`config.mk`:
```
export PLATFORM = sky130hd
export DESIGN_NAME = per_client_request_rate_limiter
export DESIGN_NICKNAME = d
export VERILOG_FILES = /design/src/rtl/rcl_pkg.sv /design/src/rtl/rcl_ffs.sv /design/src/rtl/per_client_request_rate_limiter.sv
export SDC_FILE = /design/constraint.sdc
export NUM_CORES = 2
export LEC_CHECK = 0
export ABC_CLOCK_PERIOD_IN_PS = 17300
export BUFFER_PORTS_ARGS = -buffer_cell sky130_fd_sc_hd__clkbuf_2
export CAP_MARGIN = 30
export CORE_UTILIZATION = 30
export DETAILED_ROUTE_END_ITERATION = 10
export PLACE_DENSITY = 0.41
export SLEW_MARGIN = 25
export SYNTH_ARGS = -nofsm -noshare
export SYNTH_HDL_FRONTEND = slang
export SYNTH_SLANG_ARGS = --single-unit
```
`constraint.sdc`:
```
create_clock -name clk -period 17.3 [get_ports clk]
set_clock_uncertainty 0.2 [all_clocks]
set_input_delay 0.865 -clock clk [delete_from_list [all_inputs] [get_ports clk]]
set_output_delay 0.865 -clock clk [all_outputs]
set_load 0.05 [all_outputs]
```
`src/rtl/rcl_pkg.sv`:
```
// shared constants and codes for the per-client request rate limiter
`default_nettype none

package rcl_pkg;

    // table sizes
    localparam int CLIENTS_DEF = 16;
    localparam int BANS_DEF    = 8;

    // field widths
    localparam int ADDR_W    = 32;
    localparam int TIME_W    = 32;
    localparam int CNT_W     = 16;
    localparam int VERDICT_W = 3;
    localparam int TRACK_W   = 5;
    localparam int CFG_IDX_W = 2;
    localparam int IN_DATA_W  = 72;
    localparam int OUT_DATA_W = 48;

    // register reset values
    localparam logic [CNT_W-1:0] SECOND_LIMIT_RST = 16'd20;
    localparam logic [CNT_W-1:0] MINUTE_LIMIT_RST = 16'd300;
    localparam logic [CNT_W-1:0] BAN_SECONDS_RST  = 16'd10;

    // register indexes
    localparam logic [CFG_IDX_W-1:0] REG_SECOND_LIMIT = 2'd0;
    localparam logic [CFG_IDX_W-1:0] REG_MINUTE_LIMIT = 2'd1;
    localparam logic [CFG_IDX_W-1:0] REG_BAN_SECONDS  = 2'd2;

    // operation codes
    localparam logic OP_REQUEST = 1'b0;
    localparam logic OP_TICK    = 1'b1;

    // verdict codes
    localparam logic [VERDICT_W-1:0] V_ACCEPT    = 3'd0;
    localparam logic [VERDICT_W-1:0] V_BANNED    = 3'd1;
    localparam logic [VERDICT_W-1:0] V_NEW_BAN   = 3'd2;
    localparam logic [VERDICT_W-1:0] V_UNTRACKED = 3'd3;
    localparam logic [VERDICT_W-1:0] V_TICK_DONE = 3'd4;

    // saturating increment
    function automatic logic [CNT_W-1:0] sat_inc(input logic [CNT_W-1:0] v);
        sat_inc = (v == {CNT_W{1'b1}}) ? v : v + 1'b1;
    endfunction

    // subtract with floor at zero
    function automatic logic [CNT_W-1:0] drain(input logic [CNT_W-1:0] v,
                                               input logic [CNT_W-1:0] amt);
        drain = (v > amt) ? v - amt : '0;
    endfunction

endpackage

`default_nettype wire

```
`src/rtl/rcl_ffs.sv`:
```
// lowest free slot finder over a row of valid bits
`default_nettype none

module rcl_ffs
    import rcl_pkg::*;
#(
    parameter int N = CLIENTS_DEF,
    localparam int IW = (N > 1) ? $clog2(N) : 1
) (
    input  logic [N-1:0]  used,
    output logic          found,
    output logic [IW-1:0] idx
);

    // scan from the top so the lowest free slot wins
    always_comb
    begin
        found = 1'b0;
        idx   = '0;
        for (int i = N - 1; i >= 0; i--)
        begin
            if (!used[i])
            begin
                found = 1'b1;
                idx   = IW'(i);
            end
        end
    end

endmodule

`default_nettype wire

```
`src/rtl/per_client_request_rate_limiter.sv`:
```
// top level of the per-client request rate limiter with ban list
//
// channel  | dir | handshake         | contents
// s        | in  | s_tvalid/s_tready | tuser op, tdata addr/now/minute_drain
// m        | out | m_tvalid/m_tready | tdata verdict/counts/full/tracked
// cfg      | in  | cfg_we            | cfg_idx, cfg_data
//
// a request scans the ban table and then the client table, a tick the client table:
// both walk the one-read-port tables one entry a cycle
// a new word is taken while the previous result waits in the output register
// reset clears all valid bits and the client count and loads the config reset values
// a stalled output holds a new result in S_OUT until the previous word leaves
`default_nettype none

module per_client_request_rate_limiter
    import rcl_pkg::*;
#(
    parameter int CLIENTS = CLIENTS_DEF,
    parameter int BANS    = BANS_DEF
) (
    input  logic                  clk,
    input  logic                  rst_n,
    input  logic                  s_tvalid,
    output logic                  s_tready,
    // client_addr[31:0], now_seconds[63:32], minute_drain[64], zero pad
    input  logic [IN_DATA_W-1:0]  s_tdata,
    // op[0]
    input  logic                  s_tuser,
    output logic                  m_tvalid,
    input  logic                  m_tready,
    // verdict[2:0], second_count[18:3], minute_count[34:19],
    // ban_table_full[35], tracked_clients[40:36], zero pad
    output logic [OUT_DATA_W-1:0] m_tdata,
    input  logic                  cfg_we,
    input  logic [CFG_IDX_W-1:0]  cfg_idx,
    input  logic [CNT_W-1:0]      cfg_data
);

    localparam int CIW  = (CLIENTS > 1) ? $clog2(CLIENTS) : 1;
    localparam int BIW  = (BANS > 1) ? $clog2(BANS) : 1;
    localparam int MAXN = (CLIENTS > BANS) ? CLIENTS : BANS;
    localparam int SCW  = $clog2(MAXN + 1);
    localparam int TCW  = $clog2(CLIENTS + 1);
    localparam int CM_W = ADDR_W + 2 * CNT_W;
    localparam int BM_W = ADDR_W + TIME_W;

    localparam logic [2:0] S_IDLE   = 3'd0;
    localparam logic [2:0] S_BSCAN  = 3'd1;
    localparam logic [2:0] S_CSCAN  = 3'd2;
    localparam logic [2:0] S_DECIDE = 3'd3;
    localparam logic [2:0] S_TICK   = 3'd4;
    localparam logic [2:0] S_OUT    = 3'd5;

    // configuration registers
    logic [CNT_W-1:0] sec_lim_reg, min_lim_reg, ban_sec_reg;

    always_ff @(posedge clk or negedge rst_n)
    begin
        if (!rst_n)
        begin
            sec_lim_reg <= SECOND_LIMIT_RST;
            min_lim_reg <= MINUTE_LIMIT_RST;
            ban_sec_reg <= BAN_SECONDS_RST;
        end
        else if (cfg_we)
        begin
            unique case (cfg_idx)
                REG_SECOND_LIMIT: sec_lim_reg <= cfg_data;
                REG_MINUTE_LIMIT: min_lim_reg <= cfg_data;
                REG_BAN_SECONDS:  ban_sec_reg <= cfg_data;
                default:          ;
            endcase
        end
    end

    // control state
    logic [2:0]         state_reg, state_next;
    logic [SCW-1:0]     scan_reg, scan_next;
    logic               cmp_vld_reg, cmp_vld_next;
    logic [SCW-1:0]     cmp_idx_reg, cmp_idx_next;
    logic [CLIENTS-1:0] cvalid_reg, cvalid_next;
    logic [BANS-1:0]    bvalid_reg, bvalid_next;
    logic [TCW-1:0]     tcnt_reg, tcnt_next;
    logic               banned_reg, banned_next;
    logic               cfound_reg, cfound_next;
    logic               m_tvalid_reg, m_tvalid_next;

    // payload state
    logic                 op_reg;
    logic                 mdrain_reg;
    logic [ADDR_W-1:0]    addr_reg;
    logic [TIME_W-1:0]    now_reg;
    logic [CIW-1:0]       cidx_reg, cidx_next;
    logic [CNT_W-1:0]     csc_reg, csc_next, cmc_reg, cmc_next;
    logic [VERDICT_W-1:0] verd_reg, verd_next;
    logic [CNT_W-1:0]     rsc_reg, rsc_next, rmc_reg, rmc_next;
    logic                 full_reg, full_next;
    logic [OUT_DATA_W-1:0] m_tdata_reg, m_tdata_next;

    // memories
    logic [CM_W-1:0] cmem [CLIENTS];
    logic [BM_W-1:0] bmem [BANS];
    logic [CM_W-1:0] crd_reg;
    logic [BM_W-1:0] brd_reg;
    logic            cwe, bwe;
    logic [CIW-1:0]  cwa;
    logic [BIW-1:0]  bwa;
    logic [CM_W-1:0] cwd;
    logic [BM_W-1:0] bwd;

    always_ff @(posedge clk)
    begin
        crd_reg <= cmem[scan_reg[CIW-1:0]];
        brd_reg <= bmem[scan_reg[BIW-1:0]];
        if (cwe)
        begin
            cmem[cwa] <= cwd;
        end
        if (bwe)
        begin
            bmem[bwa] <= bwd;
        end
    end

    // free slot search
    logic           cfree_ok, bfree_ok;
    logic [CIW-1:0] cfree_idx;
    logic [BIW-1:0] bfree_idx;

    rcl_ffs #(.N(CLIENTS)) u_cfree (
        .used  (cvalid_reg),
        .found (cfree_ok),
        .idx   (cfree_idx)
    );

    rcl_ffs #(.N(BANS)) u_bfree (
        .used  (bvalid_reg),
        .found (bfree_ok),
        .idx   (bfree_idx)
    );

    // read data fields
    logic [ADDR_W-1:0] c_addr, b_addr;
    logic [CNT_W-1:0]  c_sc, c_mc;
    logic [TIME_W-1:0] b_rel;
    assign c_addr = crd_reg[ADDR_W-1:0];
    assign c_sc   = crd_reg[ADDR_W+CNT_W-1:ADDR_W];
    assign c_mc   = crd_reg[CM_W-1:ADDR_W+CNT_W];
    assign b_addr = brd_reg[ADDR_W-1:0];
    assign b_rel  = brd_reg[BM_W-1:ADDR_W];

    // scan bookkeeping
    logic [SCW-1:0] scan_lim;
    logic           issue, scan_done;
    logic [CIW-1:0] cmp_c;
    logic [BIW-1:0] cmp_b;
    assign scan_lim  = (state_reg == S_BSCAN) ? SCW'(BANS) : SCW'(CLIENTS);
    assign issue     = scan_reg < scan_lim;
    assign scan_done = !issue && !cmp_vld_reg;
    assign cmp_c     = cmp_idx_reg[CIW-1:0];
    assign cmp_b     = cmp_idx_reg[BIW-1:0];

    // decide datapath
    logic [CNT_W-1:0]  inc_sc, inc_mc, dr_sc, dr_mc;
    logic [TIME_W:0]   rel_sum;
    logic [TIME_W-1:0] rel_time;
    assign inc_sc   = cfound_reg ? sat_inc(csc_reg) : CNT_W'(1);
    assign inc_mc   = cfound_reg ? sat_inc(cmc_reg) : CNT_W'(1);
    assign dr_sc    = drain(c_sc, sec_lim_reg);
    assign dr_mc    = mdrain_reg ? drain(c_mc, min_lim_reg) : c_mc;
    assign rel_sum  = {1'b0, now_reg} + {{(TIME_W+1-CNT_W){1'b0}}, ban_sec_reg};
    assign rel_time = rel_sum[TIME_W] ? {TIME_W{1'b1}} : rel_sum[TIME_W-1:0];

    logic out_free;
    assign out_free = !m_tvalid_reg || m_tready;
    assign s_tready = (state_reg == S_IDLE);

    // next state
    always_comb
    begin
        state_next    = state_reg;
        scan_next     = scan_reg;
        cmp_vld_next  = 1'b0;
        cmp_idx_next  = scan_reg;
        cvalid_next   = cvalid_reg;
        bvalid_next   = bvalid_reg;
        tcnt_next     = tcnt_reg;
        banned_next   = banned_reg;
        cfound_next   = cfound_reg;
        cidx_next     = cidx_reg;
        csc_next      = csc_reg;
        cmc_next      = cmc_reg;
        verd_next     = verd_reg;
        rsc_next      = rsc_reg;
        rmc_next      = rmc_reg;
        full_next     = full_reg;
        m_tvalid_next = m_tvalid_reg && !m_tready;
        m_tdata_next  = m_tdata_reg;
        cwe = 1'b0;
        cwa = cmp_c;
        cwd = '0;
        bwe = 1'b0;
        bwa = bfree_idx;
        bwd = {rel_time, addr_reg};

        unique case (state_reg)
            S_IDLE:
            begin
                scan_next   = '0;
                banned_next = 1'b0;
                cfound_next = 1'b0;
                full_next   = 1'b0;
                if (s_tvalid)
                begin
                    state_next = (s_tuser == OP_TICK) ? S_TICK : S_BSCAN;
                end
            end
            S_BSCAN:
            begin
                if (issue)
                begin
                    scan_next    = scan_reg + 1'b1;
                    cmp_vld_next = 1'b1;
                end
                // one valid ban entry at most matches an address
                if (cmp_vld_reg && bvalid_reg[cmp_b] && b_addr == addr_reg)
                begin
                    if (now_reg < b_rel)
                    begin
                        banned_next = 1'b1;
                    end
                    else
                    begin
                        bvalid_next[cmp_b] = 1'b0;
                    end
                end
                if (scan_done)
                begin
                    scan_next  = '0;
                    state_next = S_CSCAN;
                end
            end
            S_CSCAN:
            begin
                if (issue)
                begin
                    scan_next    = scan_reg + 1'b1;
                    cmp_vld_next = 1'b1;
                end
                if (cmp_vld_reg && cvalid_reg[cmp_c] && c_addr == addr_reg)
                begin
                    cfound_next = 1'b1;
                    cidx_next   = cmp_c;
                    csc_next    = c_sc;
                    cmc_next    = c_mc;
                end
                if (scan_done)
                begin
                    state_next = S_DECIDE;
                end
            end
            S_DECIDE:
            begin
                state_next = S_OUT;
                if (banned_reg)
                begin
                    verd_next = V_BANNED;
                    rsc_next  = cfound_reg ? csc_reg : '0;
                    rmc_next  = cfound_reg ? cmc_reg : '0;
                end
                else if (!cfound_reg && !cfree_ok)
                begin
                    verd_next = V_UNTRACKED;
                    rsc_next  = '0;
                    rmc_next  = '0;
                end
                else
                begin
                    // bump an existing client or open a new one
                    cwe      = 1'b1;
                    cwa      = cfound_reg ? cidx_reg : cfree_idx;
                    cwd      = {inc_mc, inc_sc, addr_reg};
                    rsc_next = inc_sc;
                    rmc_next = inc_mc;
                    if (!cfound_reg)
                    begin
                        cvalid_next[cfree_idx] = 1'b1;
                        tcnt_next = tcnt_reg + 1'b1;
                    end
                    verd_next = V_ACCEPT;
                    if (inc_sc > sec_lim_reg || inc_mc > min_lim_reg)
                    begin
                        verd_next = V_NEW_BAN;
                        if (bfree_ok)
                        begin
                            bwe = 1'b1;
                            bvalid_next[bfree_idx] = 1'b1;
                        end
                        else
                        begin
                            full_next = 1'b1;
                        end
                    end
                end
            end
            S_TICK:
            begin
                if (issue)
                begin
                    scan_next    = scan_reg + 1'b1;
                    cmp_vld_next = 1'b1;
                end
                // drain one entry a cycle, free it when both counts reach zero
                if (cmp_vld_reg && cvalid_reg[cmp_c])
                begin
                    cwe = 1'b1;
                    cwa = cmp_c;
                    cwd = {dr_mc, dr_sc, c_addr};
                    if (dr_sc == '0 && dr_mc == '0)
                    begin
                        cvalid_next[cmp_c] = 1'b0;
                        tcnt_next = tcnt_reg - 1'b1;
                    end
                end
                if (scan_done)
                begin
                    verd_next  = V_TICK_DONE;
                    rsc_next   = '0;
                    rmc_next   = '0;
                    state_next = S_OUT;
                end
            end
            S_OUT:
            begin
                if (out_free)
                begin
                    m_tvalid_next = 1'b1;
                    m_tdata_next  = {{(OUT_DATA_W-41){1'b0}}, TRACK_W'(tcnt_reg),
                                     full_reg, rmc_reg, rsc_reg, verd_reg};
                    state_next    = S_IDLE;
                end
            end
            default:
            begin
                state_next = S_IDLE;
            end
        endcase
    end

    // control registers
    always_ff @(posedge clk or negedge rst_n)
    begin
        if (!rst_n)
        begin
            state_reg    <= S_IDLE;
            scan_reg     <= '0;
            cmp_vld_reg  <= 1'b0;
            cmp_idx_reg  <= '0;
            cvalid_reg   <= '0;
            bvalid_reg   <= '0;
            tcnt_reg     <= '0;
            banned_reg   <= 1'b0;
            cfound_reg   <= 1'b0;
            m_tvalid_reg <= 1'b0;
        end
        else
        begin
            state_reg    <= state_next;
            scan_reg     <= scan_next;
            cmp_vld_reg  <= cmp_vld_next;
            cmp_idx_reg  <= cmp_idx_next;
            cvalid_reg   <= cvalid_next;
            bvalid_reg   <= bvalid_next;
            tcnt_reg     <= tcnt_next;
            banned_reg   <= banned_next;
            cfound_reg   <= cfound_next;
            m_tvalid_reg <= m_tvalid_next;
        end
    end

    // payload registers
    always_ff @(posedge clk)
    begin
        if (s_tvalid && s_tready)
        begin
            op_reg     <= s_tuser;
            addr_reg   <= s_tdata[ADDR_W-1:0];
            now_reg    <= s_tdata[ADDR_W+TIME_W-1:ADDR_W];
            mdrain_reg <= s_tdata[ADDR_W+TIME_W];
        end
        cidx_reg    <= cidx_next;
        csc_reg     <= csc_next;
        cmc_reg     <= cmc_next;
        verd_reg    <= verd_next;
        rsc_reg     <= rsc_next;
        rmc_reg     <= rmc_next;
        full_reg    <= full_next;
        m_tdata_reg <= m_tdata_next;
    end

    assign m_tvalid = m_tvalid_reg;
    assign m_tdata  = m_tdata_reg;

    // client count tracks the valid bits
    a_tcnt: assert property (@(posedge clk) disable iff (!rst_n)
        tcnt_reg == TCW'($countones(cvalid_reg)))
        else $error("client count out of step with valid bits");

    // an accepted word starts the matching scan
    a_start: assert property (@(posedge clk) disable iff (!rst_n)
        s_tvalid && s_tready |=> (op_reg == OP_TICK && state_reg == S_TICK) ||
                                 (op_reg == OP_REQUEST && state_reg == S_BSCAN))
        else $error("accepted word did not start its scan");

    // compare stage only runs inside a scan
    a_cmp: assert property (@(posedge clk) disable iff (!rst_n)
        cmp_vld_reg |-> state_reg == S_BSCAN || state_reg == S_CSCAN ||
                        state_reg == S_TICK)
        else $error("compare stage active outside a scan");

endmodule

`default_nettype wire

```
* After elaboration in Yosys (flattened, before gate mapping) *
Memory sizes are Yosys's and may differ from the RTL's. A register that Yosys moved wholly into a read port is not among the register bits.
Cells that the tools add are included.

storage, ports and cells
  register bits = 271
  memory bits (writable) = 1536
  output and inout port bits = 50
  word-level logic and storage cells = 274
  memories kept = 2

memory list
  name  depth  bits a word  read ports  clocked after Yosys merged registers in  wr ports  line                                    source
  cmem  16     64           1           1                                        1         per_client_request_rate_limiter.sv:101  logic [CM_W-1:0] cmem [CLIENTS];
  bmem  8      64           1           1                                        1         per_client_request_rate_limiter.sv:102  logic [BM_W-1:0] bmem [BANS];

operators by class
  $add $sub $neg = 8
  magnitude comparators = 14
  eq/ne operators = 28
  mux-type cells = 147
  bitwise logic cells = 6
  reductions and logical operators = 45

operators by type and width
  operator                 count
  $mux W16                 19
  $mux W64                 3
  $pmux W64 S2             1
  $pmux W16 S2             3
  $mux W4                  20
  $eq A32 B32 Y1           2
  $gt A16 B16 Y1           4
  $mux W1                  53
  $mux W8                  6
  $mux W3                  15
  $mux W5                  8
  $add A32 B16 Y33         1
  $add A16 B1 Y16 const B  2
  $eq A16 B16 Y1 const B   2
  $logic_not A16 Y1        2
  $lt A32 B32 Y1           1
  $mux W32                 1
  $sub A16 B16 Y16         2
  $ne A2 B2 Y1 const B     15
  $pmux W3 S6              1
  $and A16 B16 Y16         1
  $not A16 Y16             1
  $or A16 B16 Y16          1
  $pmux W8 S2              1
  other kinds (39)         83

* Depth between registers and ports, before layout *
  depth after elaboration = 25
  depth in mapped cells = 24
  depth with buffers taken out = 21

* By module *
A second synthesis with hierarchy kept.

second synthesis, totals
  cells, all modules = 4047
  area, all modules = 77620.7 um^2

by module, submodules not included
  module                           times used  cells each  area each (um^2)  sequential area each (um^2)
  per_client_request_rate_limiter  1           3997        77375.5           56369.1
  rcl_ffs at u_cfree               1           34          166.4             0.0
  rcl_ffs at u_bfree               1           16          78.8              0.0

* Worst setup path before layout *
OpenSTA, ideal clock, no wires.

  kind = flip-flop to flip-flop
  from = register csc_reg[3]
  to = memory bmem[0][0] (netlist name) (enable)
  library setup time = 0.578 ns
  arrival = 8.288 ns
  setup slack = 8.234 ns
  stages on the path, launching flop included = 24
  path buffers = 3
  path through = edfxtp_1 and3_1 clkbuf_1 and4_1 nand2_1 nor2_1 nand3_1 or2_2 clkbuf_1 nand2_1 nor2_1 xnor2_1 nor2_1 ha_1 a21oi_1 nor2b_1 o21ai_0 nand2b_1 a21oi_1 o21ai_0 a21oi_1 o22ai_1 clkbuf_1 nor3b_1

between the ends
  cells in the longest elaborated chain, start to end = 11

ends and longest elaborated chain
  item                                                      line                                    source
  from (decl)                                               per_client_request_rate_limiter.sv:94   logic [CNT_W-1:0] csc_reg, csc_next, cmc_reg, cmc_next;
  from (signal assigned)                                    per_client_request_rate_limiter.sv:392  csc_reg <= csc_next;
  $add A16 B1 Y16 / $eq A16 B16 Y1 (equally long branches)  rcl_pkg.sv:43                           sat_inc = (v == {CNT_W{1'b1}}) ? v : v + 1'b1;
  $mux W16 *                                                rcl_pkg.sv:43
  $mux W16 *                                                per_client_request_rate_limiter.sv:167  assign inc_sc = cfound_reg ? sat_inc(csc_reg) : CNT_W'(1);
  $gt A16 B16 Y1 *                                          per_client_request_rate_limiter.sv:291  if (inc_sc > sec_lim_reg || inc_mc > min_lim_reg)
  $logic_or A1 B1 Y1 *                                      per_client_request_rate_limiter.sv:291
  $mux W1 *                                                 per_client_request_rate_limiter.sv:291
  $mux W1 *                                                 per_client_request_rate_limiter.sv:271  else if (!cfound_reg && !cfree_ok)
  $mux W1 *                                                 per_client_request_rate_limiter.sv:265  if (banned_reg)
  $mux W1 *                                                 per_client_request_rate_limiter.sv:206  unique case (state_reg)
  $mux W1 *                                                 per_client_request_rate_limiter.sv:119  if (bwe)
  $mux W1 (implied by the code) *                           per_client_request_rate_limiter.sv:121  bmem[bwa] <= bwd;
  to (decl)                                                 per_client_request_rate_limiter.sv:102

Mark *: on every way between the ends. The rest lies on a longest branch, timed or not.

* Final worst setup path *
  from = register csc_reg[3]
  to = memory bmem[7][60] (netlist name) (enable)

The elaborated chain is that of the path after synthesis.

==> impl_metrics.tcl <==
set metrics [dict create \
    reg2reg_slack_ns 10.48 \
    track_usage 0.166 \
    cts_root_buf "clkbuf_16" \
    synth-compound-area-share 0.0371 \
    reg_top3 "cmem (1024), bmem (512)" \
    hold_class "input port to register" \
    via_count 39359 \
    critPathSlowestCell "buf_4" \
    dp_hpwl_mm 128 \
    maxSlewViolCount 0 \
    clk_path_buf_depth 3 \
    firstDrtPassIters 6 \
    path_cells "and3_1, and4_1, nand2_1, nor2_1, nand3_1, or2_2, nand2_1, xor2_1, nor2_1, ha_1, o21a_1, o21ai_0, nand2b_1, a21oi_1, o21ai_0, a21oi_1, o22ai_1, buf_4, nand2_1, nor3_2, buf_4, buf_4" \
    synthSimpleGateAreaFrac 0.0368 \
    ant_nets 0 \
    switchingPower_w 0.00414 \
    maxSlewHeadroom 0.340 \
    hold_violations 0 \
    cpPeakStageDelay_ns 0.79 \
    tightest_slew_ns 0.990 \
    clkLatencyLatePin_ns 0.86 \
    setup_viol 0 \
    power.density_mw_per_mm2 151 \
    pwr-share-seq 0.439 \
    p_clk_frac 0.322 \
    area_growth_pct 16.8 \
    synth_top_family_by_area "multiplexers" \
    antenna_found_initial 22 \
    ys_top_cells_by_area "edfxtp_1 66%, mux4_2 13%, dfxtp_1 3.3%, dfrtp_1 2.7%, ha_1 1.9%" \
    syn_avg_cell_area_um2 19.1 \
    critical_path_class "register to register" \
    r2r-start "csc_reg[3]$_DFFE_PP_" \
    worstHoldStart "s_tdata[29]" \
    netlist_area_mm2 0.0776 \
    grt_start_max_net_pins 94 \
    synth_seq_cells 1935 \
    final_util 0.353 \
    rows 186 \
    yosys.area_share.adder 0.0201 \
    synthFlopType "edfxtp_1" \
    htreeDepth 4 \
    synth.area.mux_share 0.147 \
    largest_reg_flops 1024 \
    synth-seq-area-share 0.727 \
    yosysUniqueCellTypes 95 \
    pwr-share-comb 0.240 \
    drc 0 \
    final_nets 4632 \
    postCtsHoldBufs 61 \
    drt_iter0_drc 3057 \
    status "completed" \
    synth_area_leader_cell "edfxtp_1" \
    avgRoutedWirePerCell_um 27.0 \
    die-area_mm2 0.261 \
    switching_share 0.302 \
    numCtsBuffers 205 \
    yosysTopAreaCellShare 0.664 \
    rsz0062_at_grt "false" \
    clk_pin_slew_ns 0.06 \
    fmax_ghz 0.147 \
    end_kind "register" \
    io_pins 146 \
    ir_drop_uv 103 \
    startpoint_type "register" \
    drv_cap 0 \
    postCtsSetupBuffers 0 \
    critPathLaunch "csc_reg[3]$_DFFE_PP_" \
    start_util 0.302 \
    die_y_um 510 \
    synth_cells 4054 \
    cts_num_sinks 1935 \
    grt_overflow 0 \
    via_per_inst 4.93 \
    synth.cells.most_frequent "1,714 x edfxtp_1, 455 x mux4_2, 175 x nand2_1" \
    cts_resized 0 \
    routed_wl_mm 216 \
    min_period_over_period 0.394 \
    synth_edf_count 1714 \
    fillers 24101 \
    crit_fanout 45 \
    port_buffers 131 \
    intPower_w 0.00956 \
    crit_required_ns 17.57 \
    synth-xor-area-share 0.0164 \
    synth.most_common_cell "edfxtp_1" \
    tns_ns 0 \
    grt_pass1_vias 40563 \
    routabilityCongestion 0.838 \
    die_w_um 510 \
    tritoncts "built" \
    async_flop_share 0.0481 \
    leakage_nw 29.3 \
    top_register "cmem" \
    crit_arrival_ns 7.09 \
    grt_pass1_wl_mm 306 \
    core_region_area_mm2 0.257 \
    drive_above_1_share 0.260 \
    ys_warn_count 0 \
    min_period_ns 6.82 \
]
==> per-layer routing <==
metal / vias to the layer above / wire [um] / track usage
met4: 2 / 4280 / 0.0391
met1: 21072 / 97300 / 0.229
li1: 17133 / - / -
met3: 262 / 9510 / 0.0242
met5: - / 13 / 0
met2: 890 / 105000 / 0.275
==> layout by cell type (no fill, tap or decap), types with 27 or more instances in the layout <==
master,n
clkbuf_1,66
a22o_1,41
clkbuf_2,130
xor2_1,95
nand2_1,174
clkinv_2,27
ha_1,118
edfxtp_1,1714
dfxtp_1,128
nor3_1,33
o21ai_0,81
mux4_2,455
nand4_1,31
clkbuf_16,209
buf_4,109
nor2_1,130
clkinv_1,27
a21oi_1,88
xnor2_1,50
dlygate4sd3_1,61
inv_1,111
mux2_2,99
clkbuf_8,31
dfrtp_1,81
nand3_1,49
==> final cells by class <==
cell class	instances	area [um^2]	share of cell area
Inverter	114	428	0.00472
Multi-Input combinational cell	1839	20300	0.224
Sequential cell	1935	56400	0.622
Tap cell	3384	4230	0.0467
Antenna cell	11	27.5	0.000304
Clock inverter	83	885	0.00977
Clock buffer	306	5900	0.0652
Timing Repair Buffer	319	2460	0.0272
==> critical path: cells and delay by family, from the launching register on <==
family	cells	cell delay, ns
adders and majority gates	1	0.33
buffers and inverters	3	1.48
DFF	1	0.51
and+or+nand+nor	11	2.70
xor gates and xnor gates	1	0.26
AOI/OAI and AO/OA	6	0.90
==> logic make-up after synthesis <==
logic type,Yosys count
DFF,1935
buffers and inverters,286
other,1
and+or+nand+nor,589
muxes,558
AOI/OAI and AO/OA,418
adders and majority gates,122
xor gates and xnor gates,145
==> through the flow <==
| step | hold WS (ns) | instances | instance area, um^2 | power, W | worst slack, ns |
|---|---|---|---|---|---|
| 3_5_place_dp | 0.205 | 7522 | 83000 | 0.00942 | 10.46 |
| 6_report | 0.0671 | 7991 | 90600 | 0.0137 | 10.48 |
| 3_3_place_gp | 0.203 | 7514 | 82800 | 0.00942 | 10.34 |
| 5_1_grt | 0.00707 | 7981 | 90600 | 0.0143 | 9.95 |
| 4_1_cts | 0.0000654 | 7972 | 90400 | 0.0139 | 10.44 |
| 2_1_floorplan | 0.152 | 4060 | 77600 | 0.00825 | 8.23 |
==> path summary, 6_finish.rpt <==
path,cells past startpoint,endpoint
max,22,bmem[7][60]$_DFFE_PP_
min,1,addr_reg[29]$_DFFE_PP_
max reg2reg,22,bmem[7][60]$_DFFE_PP_
min reg2reg,0,m_tdata[4]$_DFFE_PP_
max in group asynchronous,3,cmp_idx_next[2]$_DFFE_PN0P_
min in group asynchronous,2,tcnt_reg[0]$_DFFE_PN0P_
==> power by group through the flow <==
| stage | Clock [W] | Sequential [W] | Combinational (W) |
|---|---|---|---|
| after global placement | 0 | 0.00613 | 0.00328 |
| final | 0.00441 | 0.00601 | 0.00328 |
| after floorplan | 0 | 0.00594 | 0.00232 |
| after detailed placement | 0 | 0.00613 | 0.00329 |
| after global routing | 0.00470 | 0.00605 | 0.00358 |
| after CTS | 0.00454 | 0.00604 | 0.00332 |
Note: power is estimated with default switching activity, not from simulation.
